**config.mk**
```make
export PLATFORM = sky130hd
export DESIGN_NAME = request_priority_queue
export DESIGN_NICKNAME = d
export VERILOG_FILES = /design/src/rtl/rqp_pkg.sv /design/src/rtl/request_priority_queue.sv /design/src/rtl/rqp_cell.sv
export SDC_FILE = /design/constraint.sdc
export NUM_CORES = 2
export LEC_CHECK = 0
export ABC_AREA = 1
export BUFFER_PORTS_ARGS = -buffer_cell sky130_fd_sc_hd__buf_2
export CAP_MARGIN = 20
export CELL_PAD_IN_SITES_DETAIL_PLACEMENT = 2
export CELL_PAD_IN_SITES_GLOBAL_PLACEMENT = 2
export CORE_MARGIN = 4
export CORE_UTILIZATION = 42
export CTS_CLUSTER_SIZE = 25
export DETAILED_ROUTE_END_ITERATION = 8
export PLACE_DENSITY = 0.89
export SETUP_SLACK_MARGIN = 0.4
export SLEW_MARGIN = 0
export SYNTH_ARGS = -nofsm -noshare
export SYNTH_HDL_FRONTEND = slang
export SYNTH_SLANG_ARGS = --single-unit
```
**constraint.sdc**
```tcl
create_clock -name clk_i -period 8.2 [get_ports clk_i]
set_input_delay 1.23 -clock clk_i [delete_from_list [all_inputs] [get_ports clk_i]]
set_output_delay 1.23 -clock clk_i [all_outputs]
set_load 0.01 [all_outputs]
```
**src/rtl/rqp_pkg.sv**
```systemverilog
`timescale 1ns / 1ps

package rqp_pkg;

  // Number of cells in the queue. The entry_count field is five bits wide,
  // so the depth stays at or below 31 without widening the result word.
  localparam int QueueDepth = 16;
  localparam int CountW     = 5;
  localparam int FieldW     = 10;

  typedef enum logic [1:0] {
    FUNC_ENQ   = 2'd0,
    FUNC_DEQ   = 2'd1,
    FUNC_QUERY = 2'd2,
    FUNC_NOP   = 2'd3
  } func_e;

  typedef enum logic [1:0] {
    ST_OK    = 2'd0,
    ST_FULL  = 2'd1,
    ST_EMPTY = 2'd2,
    ST_RSVD  = 2'd3
  } status_e;

  typedef struct packed {
    func_e             func;
    logic [FieldW-1:0] requester_id;
    logic [FieldW-1:0] target_id;
    logic [FieldW-1:0] requester_followers;
    logic [FieldW-1:0] target_followers;
  } cmd_t;

  typedef struct packed {
    status_e           status;
    logic [FieldW-1:0] out_requester_id;
    logic [FieldW-1:0] out_target_id;
    logic [FieldW-1:0] out_requester_followers;
    logic [FieldW-1:0] out_target_followers;
    logic              found;
    logic [CountW-1:0] entry_count;
  } result_t;

  // One queue entry as held in a cell.
  typedef struct packed {
    logic [FieldW-1:0] requester;
    logic [FieldW-1:0] target;
    logic [FieldW-1:0] key;
    logic [FieldW-1:0] target_count;
  } entry_t;

  // Broadcast control from the top level to every cell.
  typedef struct packed {
    logic enq;
    logic deq;
  } cell_ctrl_t;

endpackage

```
**src/rtl/request_priority_queue.sv**
```systemverilog
`timescale 1ns / 1ps

// Sorted priority queue of follow requests, built as a row of cells.
// A command word is taken on cmd_i at a rising edge where start is high and
// busy is low. busy stays low: every cell compares against the new word at
// once and moves in the same edge, so a command is taken every cycle.
// Commands: enqueue, dequeue of the head, and query for a requester id.
// One result word follows each command on result_o in the cycle right after
// acceptance, marked by done_o for exactly one cycle; throughput is one word
// per cycle. The receiver cannot stall, so a result that is not taken in its
// cycle is gone.
// Cell 0 holds the head, the largest key. An enqueue places the new entry in
// front of every entry whose key is less than or equal to its own; a full
// queue drops it with status full. A dequeue shifts every cell one place
// toward the head; on an empty queue it reports status empty.
// Reset (rst_ni low, asynchronous) empties the queue and clears done_o; the
// cell contents are left as they are, since an entry is only read once the
// entry count covers it.

module request_priority_queue import rqp_pkg::*; (
  input  logic    clk_i,
  input  logic    rst_ni,
  input  logic    start,
  output logic    busy,
  input  cmd_t    cmd_i,
  output logic    done_o,
  output result_t result_o
);

  logic [CountW-1:0] count_d, count_q;
  logic              done_d, done_q;
  result_t           res_d, res_q;

  entry_t     new_entry;
  entry_t     cell_entry [QueueDepth];
  logic       cell_gt    [QueueDepth];
  logic       cell_hit   [QueueDepth];
  logic       cell_valid [QueueDepth];
  cell_ctrl_t ctrl;

  logic accept;
  logic full;
  logic empty;
  logic any_hit;

  assign busy   = 1'b0;
  assign accept = start && !busy;
  assign full   = (count_q == CountW'(QueueDepth));
  assign empty  = (count_q == '0);

  assign new_entry.requester    = cmd_i.requester_id;
  assign new_entry.target       = cmd_i.target_id;
  assign new_entry.key          = cmd_i.requester_followers;
  assign new_entry.target_count = cmd_i.target_followers;

  // Rejected commands never reach the cells.
  assign ctrl.enq = accept && (cmd_i.func == FUNC_ENQ) && !full;
  assign ctrl.deq = accept && (cmd_i.func == FUNC_DEQ) && !empty;

  for (genvar i = 0; i < QueueDepth; i++) begin : g_cell
    entry_t left_entry;
    entry_t right_entry;
    logic   left_gt;

    assign cell_valid[i] = (CountW'(i) < count_q);

    if (i == 0) begin : g_head
      assign left_entry = new_entry;
      assign left_gt    = 1'b1;
    end else begin : g_body
      assign left_entry = cell_entry[i-1];
      assign left_gt    = cell_gt[i-1];
    end

    if (i == QueueDepth - 1) begin : g_tail
      assign right_entry = cell_entry[i];
    end else begin : g_inner
      assign right_entry = cell_entry[i+1];
    end

    rqp_cell u_cell (
      .clk_i      (clk_i),
      .ctrl_i     (ctrl),
      .valid_i    (cell_valid[i]),
      .new_i      (new_entry),
      .left_i     (left_entry),
      .right_i    (right_entry),
      .left_gt_i  (left_gt),
      .query_id_i (cmd_i.requester_id),
      .entry_o    (cell_entry[i]),
      .gt_o       (cell_gt[i]),
      .hit_o      (cell_hit[i])
    );
  end

  always_comb begin
    any_hit = 1'b0;
    for (int i = 0; i < QueueDepth; i++) begin
      any_hit = any_hit | cell_hit[i];
    end
  end

  always_comb begin
    count_d = count_q;
    if (ctrl.enq) begin
      count_d = count_q + CountW'(1);
    end else if (ctrl.deq) begin
      count_d = count_q - CountW'(1);
    end
  end

  always_comb begin
    res_d             = '0;
    res_d.status      = ST_OK;
    res_d.entry_count = count_d;
    case (cmd_i.func)
      FUNC_ENQ: begin
        if (full) begin
          res_d.status = ST_FULL;
        end
      end
      FUNC_DEQ: begin
        if (empty) begin
          res_d.status = ST_EMPTY;
        end else begin
          res_d.out_requester_id        = cell_entry[0].requester;
          res_d.out_target_id           = cell_entry[0].target;
          res_d.out_requester_followers = cell_entry[0].key;
          res_d.out_target_followers    = cell_entry[0].target_count;
        end
      end
      FUNC_QUERY: begin
        res_d.found = any_hit;
      end
      default: begin
        res_d.status = ST_OK;
      end
    endcase
  end

  assign done_d = accept;

  always_ff @(posedge clk_i or negedge rst_ni) begin
    if (!rst_ni) begin
      count_q <= '0;
      done_q  <= 1'b0;
    end else begin
      count_q <= count_d;
      done_q  <= done_d;
    end
  end

  always_ff @(posedge clk_i) begin
    if (accept) begin
      res_q <= res_d;
    end
  end

  assign done_o   = done_q;
  assign result_o = res_q;

endmodule

```
**src/rtl/rqp_cell.sv**
```systemverilog
`timescale 1ns / 1ps

module rqp_cell import rqp_pkg::*; (
  input  logic              clk_i,
  input  cell_ctrl_t        ctrl_i,
  input  logic              valid_i,
  input  entry_t            new_i,
  input  entry_t            left_i,
  input  entry_t            right_i,
  input  logic              left_gt_i,
  input  logic [FieldW-1:0] query_id_i,
  output entry_t            entry_o,
  output logic              gt_o,
  output logic              hit_o
);

  entry_t entry_d, entry_q;

  // The stored entry outranks the new one only when its key is strictly
  // larger, so a new entry lands ahead of all equal keys.
  assign gt_o    = valid_i && (new_i.key < entry_q.key);
  assign hit_o   = valid_i && (entry_q.requester == query_id_i);
  assign entry_o = entry_q;

  always_comb begin
    entry_d = entry_q;
    if (ctrl_i.enq) begin
      if (gt_o) begin
        entry_d = entry_q;
      end else if (left_gt_i) begin
        entry_d = new_i;
      end else begin
        entry_d = left_i;
      end
    end else if (ctrl_i.deq) begin
      entry_d = right_i;
    end
  end

  always_ff @(posedge clk_i) begin
    entry_q <= entry_d;
  end

endmodule

```
Word level (Yosys, flattened, before mapping)
Cells that the tools add are included.
Word-level totals
  memory bits (writable): 0
  memories: 0
  memory bits (read-only): 0
  logic and storage cells: 281
  bits in registers: 694
  bits of input ports: 45
  output and inout port bits: 50
  bits in latches: 0
Cells by class
  div/mod/pow operators: 0
  add/subtract/negate cells: 2
  muxes and demuxes: 65
  reduce and logical (&&, ||, !) cells: 58
  order comparisons: 32
  bitwise gates (word level): 17
  shifts and indexed selects: 0
  equality and inequality tests: 34
  multipliers: 0
Operator list (count)
  40-bit two-way mux: 60
  10-bit equality test: 16
  10-bit less-than comparator: 16
  4-bit by 5-bit less-than comparator with 1-bit output (first input constant): 8
  1-bit logical AND: 36
  2-bit AND reduction: 16
  2-bit != test (second input constant): 15
  3-bit by 5-bit less-than comparator with 1-bit output (first input constant): 4
  1-bit bitwise OR: 15
  1-bit by 5-bit less-than comparator with 1-bit output (first input constant): 2
  2-bit by 5-bit less-than comparator with 1-bit output (first input constant): 2
  5-bit two-way mux: 2
  5-bit by 1-bit adder with 5-bit output (second input constant): 1
  5-bit equality test (second input constant): 1
  5-bit logical NOT: 1
  5-bit by 1-bit subtractor with 5-bit output (second input constant): 1
  2-bit one-hot mux with 2 select lines: 1
  2-bit by 1-bit equality test with 1-bit output (second input constant): 1
  2-bit equality test (second input constant): 1
  1-bit logical NOT: 2
  2-bit logical NOT: 1
  2-bit two-way mux: 1
  1-bit inverter: 2
  2-bit nonzero test: 1
  2 further kinds: 2

Depth between registers and ports, before layout
  depth after elaboration: 17
  mapped depth: 14
  depth with buffers taken out: 12

Hierarchy
Synthesis repeated with hierarchy kept, for this count alone.
Unflattened totals
  cell total of the unflattened synthesis: 5008
  area, all modules: 41845.1 sq um
Modules (own cells, without submodules)
  rqp_cell: instances 16, sequential area each 1201.2 sq um, area an instance 2458.6 sq um, cells an instance 298
  request_priority_queue: instances 1, sequential area each 1591.5 sq um, area an instance 2507.4 sq um, cells an instance 240

Worst setup path before layout
OpenSTA, ideal clock, no wires.
  kind: in2reg
  start point: input cmd_i[19] (netlist name)
  end point: register g_cell[15].u_cell.entry_q, in the netlist g_cell[15].u_cell.entry_o[0], enable pin
  required time: 7.762 ns
  path slack: 4.151 ns
  arrival time: 3.611 ns
  setup time: 0.438 ns
  buffers on the path: 0
  stages: 7
  cells stage by stage: ha_1 nand2_1 nor2_1 o211ai_1 o2111ai_1 nor2_1 nor2_1
On the way
  longest elaborated chain between the ends: 4
RTL lines
  from (decl): RTL line request_priority_queue.sv:25  | input cmd_t cmd_i,
  10-bit less-than comparator: RTL line rqp_cell.sv:21  | assign gt_o = valid_i && (new_i.key < entry_q.key);
  1-bit logical AND: RTL line rqp_cell.sv:21
  1-bit inverter (no source line)
  2-bit AND reduction (no source line)
  to (signal assigned): RTL line rqp_cell.sv:41  | entry_q <= entry_d;
  to (decl): RTL line rqp_cell.sv:17  | entry_t entry_d, entry_q;
No other way between the ends.
A chain may end at the register's enable or synchronous reset.

Worst setup path in the final report
  start point: input start
  end point: register g_cell[11].u_cell.entry_q, in the netlist g_cell[11].u_cell.entry_o[31], enable pin
On the way
  longest elaborated chain between the ends: 4
  elaborated cells on any way between the ends: 7
  classes of those cells: eq/ne: 1; reduce/logical: 6
RTL lines
  from (decl): RTL line request_priority_queue.sv:23  | input logic start,
  1-bit logical AND (on tied branches) (2 in series): RTL line request_priority_queue.sv:57, request_priority_queue.sv:58
  2-bit != test (no source line) or 2-bit nonzero test (tied branches)
  2-bit AND reduction (no source line) *
  to (signal assigned): RTL line rqp_cell.sv:41
  to (decl): RTL line rqp_cell.sv:17
Every way passes the cells marked *; elsewhere a longest branch is shown, timed or not.

==> flow_summary_export.csv <==
group,metric,value,unit
setup_path,path_cells,"buf_2, nor3b_1, nand2_8, inv_4, nand2_2, nand2_2",
setup_path,path_class,"primary input to flip-flop",
sta,fin_setup_tns,0,ps
detailed_routing,wl,150000,microns
clock_tree,cts.clk_slew.worst_paths,60,ps
sta,fin_hold_ws,410,ps
die,die_area,0.0986,sq mm
sta,layout_setup_ws,2960,ps
setup_path,crit_path_start_kind,"primary input",
sta,finClkSkew,35.1,ps
die,start_util,42.6,%
layout,nets,4924,
power,report.power.total,0.0114,W
layout,layout-drive-gt1-share,5.61,%
setup_path,crit_buf_inv,2,
clock_tree,postCtsSetupBuffers,0,
clock_tree,clk_latency,670,ps
global_route,gr-usage-all-layers,29.5,%
layout,antennaDiodeCount,0,
sta,rsz0062_at_grt,"no",
setup_path,cp_slowest_cell,"nand2_2",
die,core-area,0.0924,sq mm
sta,finalSetupViolations,0,
synth,yosysWarnings,0,
clock_tree,htreeDepth,3,
clock_tree,cts_resized,0,
sta,slew_headroom,24.4,%
run_status,outcome,"complete, no violations",
detailed_routing,dr.pass1.iters,5,
detailed_routing,drc_errors,0,
setup_path,required,8460,ps
global_route,grt_remaining_overflow,0,
setup_path,cp_common_cell,"nand2_2",
detailed_routing,drt_iter0_markers,2901,
synth,ys_seq_elements,694,
clock_tree,cts_tree,"done",
hold_path,hold_class,"primary input to async pin",
setup_path,crit_fanout,128,
global_route,grt_max_degree,214,
clock_tree,ctsHoldBuffers,0,
detailed_routing,num_vias,34375,
global_route,grt_pass1_wl,228000,microns
sta,post-route-period-util,63.9,%
die,die_y,314,microns
synth,postSynthCellCount,4781,
synth,syn_nets,4974,
setup_path,arrival,5500,ps
sta,final_hold_viol_count,0,
synth,ys_seq_area_share,52.9,%
sta,fin_crit,5240,ps
setup_path,rrSetupSlack,3160,ps
clock_tree,cts_buffers,82,
job,max_cap_violations,0,
setup_path,cpPeakStageDelay,1040,ps
setup_path,worst_setup_path_end_kind,"flip-flop",
place,post-dp-hpwl,100000,microns
sta,tightest_slew,1130,ps
synth,avgSynthCellArea,8.23,sq um
place,gp_congestion,0.826,
die,io_pins,95,
setup_path,path_delay_family,"simple AND/OR/NAND/NOR gates",
detailed_routing,viasPerCell,5.69,
detailed_routing,drtAntennaViolNets,0,
power,p_per_area,266,mW/mm^2
power,p_leak,22.1,nW
synth,synth_area,0.0393,sq mm
detailed_routing,wl_per_cell,24.9,microns
synth,synth_cell_type_count,31,
sta,max_freq,0.191,GHz
power,ir_drop,0.000242,V
global_route,antenna_found_initial,3,
clock_tree,cts.sinks,694,
place,post-place-ws,2430,ps
clock_tree,clk_path_buf_depth,3,
place,io_buffers,93,
clock_tree,clock-root-buffer,"clkbuf_16",
layout,area_growth,9.12,%
die,row_count,111,
sta,final-max-slew-violation-count,0,
global_route,grt_pass1_vias,37343,
die,die_width,314,microns
## registers in the layout, indices dropped and copies added, names as in the netlist
register               cells
done_o                     1
count_q                    5
result_o                  48
g_cell.u_cell.entry_o    640
## layer usage
metal | track usage (%) | routed length, microns
met2 | 50.4 | 71800
met1 | 39.5 | 65700
met5 | 0 | 23
met4 | 9.00 | 4710
met3 | 3.52 | 8190
## where the power goes
| group | switching (W) | internal [W] | total (W) |
|---|---|---|---|
| Clock | 0.00160 | 0.00200 | 0.00360 |
| Sequential | 0.000365 | 0.00458 | 0.00494 |
| Combinational | 0.00214 | 0.000734 | 0.00288 |
## worst paths after layout
check                                                        from                                      end  cells past startpoint
max in group asynchronous                                  rst_ni                     count_q[1]$_DFF_PN0_                      1
max reg2reg                                  count_q[0]$_DFF_PN0_  g_cell[11].u_cell.entry_o[31]$_DFFE_PP_                      7
min reg2reg                g_cell[15].u_cell.entry_o[1]$_DFFE_PP_   g_cell[14].u_cell.entry_o[1]$_DFFE_PP_                      2
min in group clk_i         g_cell[15].u_cell.entry_o[1]$_DFFE_PP_   g_cell[14].u_cell.entry_o[1]$_DFFE_PP_                      2
max                                                         start  g_cell[11].u_cell.entry_o[31]$_DFFE_PP_                      6
min                                                        rst_ni                         done_o$_DFF_PN0_                      1
## through the flow
stage               util (%)  instance area, sq um  instances
floorplan                  -                 39300       4781
global placement        43.6                 40300       5885
detailed placement      43.6                 40300       5885
CTS                     46.3                 42800       6035
global route            46.5                 42900       6040
finish                  46.5                 42900       6040
## final cells by class
| class | count | area [sq um] |
|---|---|---|
| repair buffers | 126 | 818 |
| flip-flops and latches | 694 | 20800 |
| fillers | 10365 | 49400 |
| well taps | 1243 | 1560 |
| clock buffers | 109 | 2270 |
| clock inverters | 41 | 240 |
| inverters | 331 | 1240 |
| multi-input cells | 3496 | 16000 |
## cell usage after synthesis, drive strengths merged
master | number | share of area (%)
o21ai | 576 | 7.3
or2 | 2 | 0.032
dfrtp | 6 | 0.38
clkbuf | 126 | 1.2
o21a | 2 | 0.038
xor2 | 9 | 0.20
conb | 1 | 0.0095
a21oi | 79 | 1.0
inv | 330 | 3.2
nor3 | 2 | 0.025
a21boi | 15 | 0.29
o221ai | 1 | 0.022
nand3 | 32 | 0.41
clkinv | 1 | 0.0095
nand2 | 2365 | 23
buf | 134 | 2.2
o2111ai | 1 | 0.022
o211ai | 15 | 0.29
nor3b | 1 | 0.019
nand4 | 7 | 0.11
edfxtp | 688 | 53
ha | 148 | 4.7
nor2 | 156 | 1.5
xnor2 | 84 | 1.9
## layout by cell type (no fill, tap or decap), drive strengths merged
| master | Yosys | final |
|---|---|---|
| nand2 | 2365 | 2365 |
| edfxtp | 688 | 688 |
| o21ai | 576 | 576 |
| inv | 330 | 333 |
| nor2 | 156 | 156 |
| ha | 148 | 148 |
| buf | 134 | 126 |
| clkbuf | 126 | 109 |
| xnor2 | 84 | 84 |
| a21oi | 79 | 79 |
| clkinv | 1 | 37 |
| nand3 | 32 | 32 |
| a21boi | 15 | 15 |
| o211ai | 15 | 15 |
| xor2 | 9 | 9 |
| nand4 | 7 | 7 |
| dfrtp | 6 | 6 |
| o21a | 2 | 2 |
| nor3 | 2 | 2 |
| or2 | 2 | 2 |
| bufinv | 0 | 2 |
| nor3b | 1 | 1 |
| o221ai | 1 | 1 |
| o2111ai | 1 | 1 |
| conb | 1 | 1 |
## logic make-up (layout without fill, tap and decap cells)
family | Yosys count | after routing | synth area share [%]
and+or+nand+nor | 2565 | 2565 | 24.7
DFF | 694 | 694 | 52.9
AOI/OAI and AO/OA | 689 | 689 | 8.99
buffers and inverters | 591 | 607 | 6.60
adders and majority gates | 148 | 148 | 4.71
xor gates and xnor gates | 93 | 93 | 2.07
other | 1 | 1 | 0.00953
## worst reg2reg max path: stages, from the launching register on
cell	delay, ps
dfrtp_1	510
inv_1	190
ha_1	270
nand3_1	310
nand2_8	490
inv_4	1030
nand2_2	780
nand2_2	1050
No activity file was read; power rests on OpenSTA's default activity.
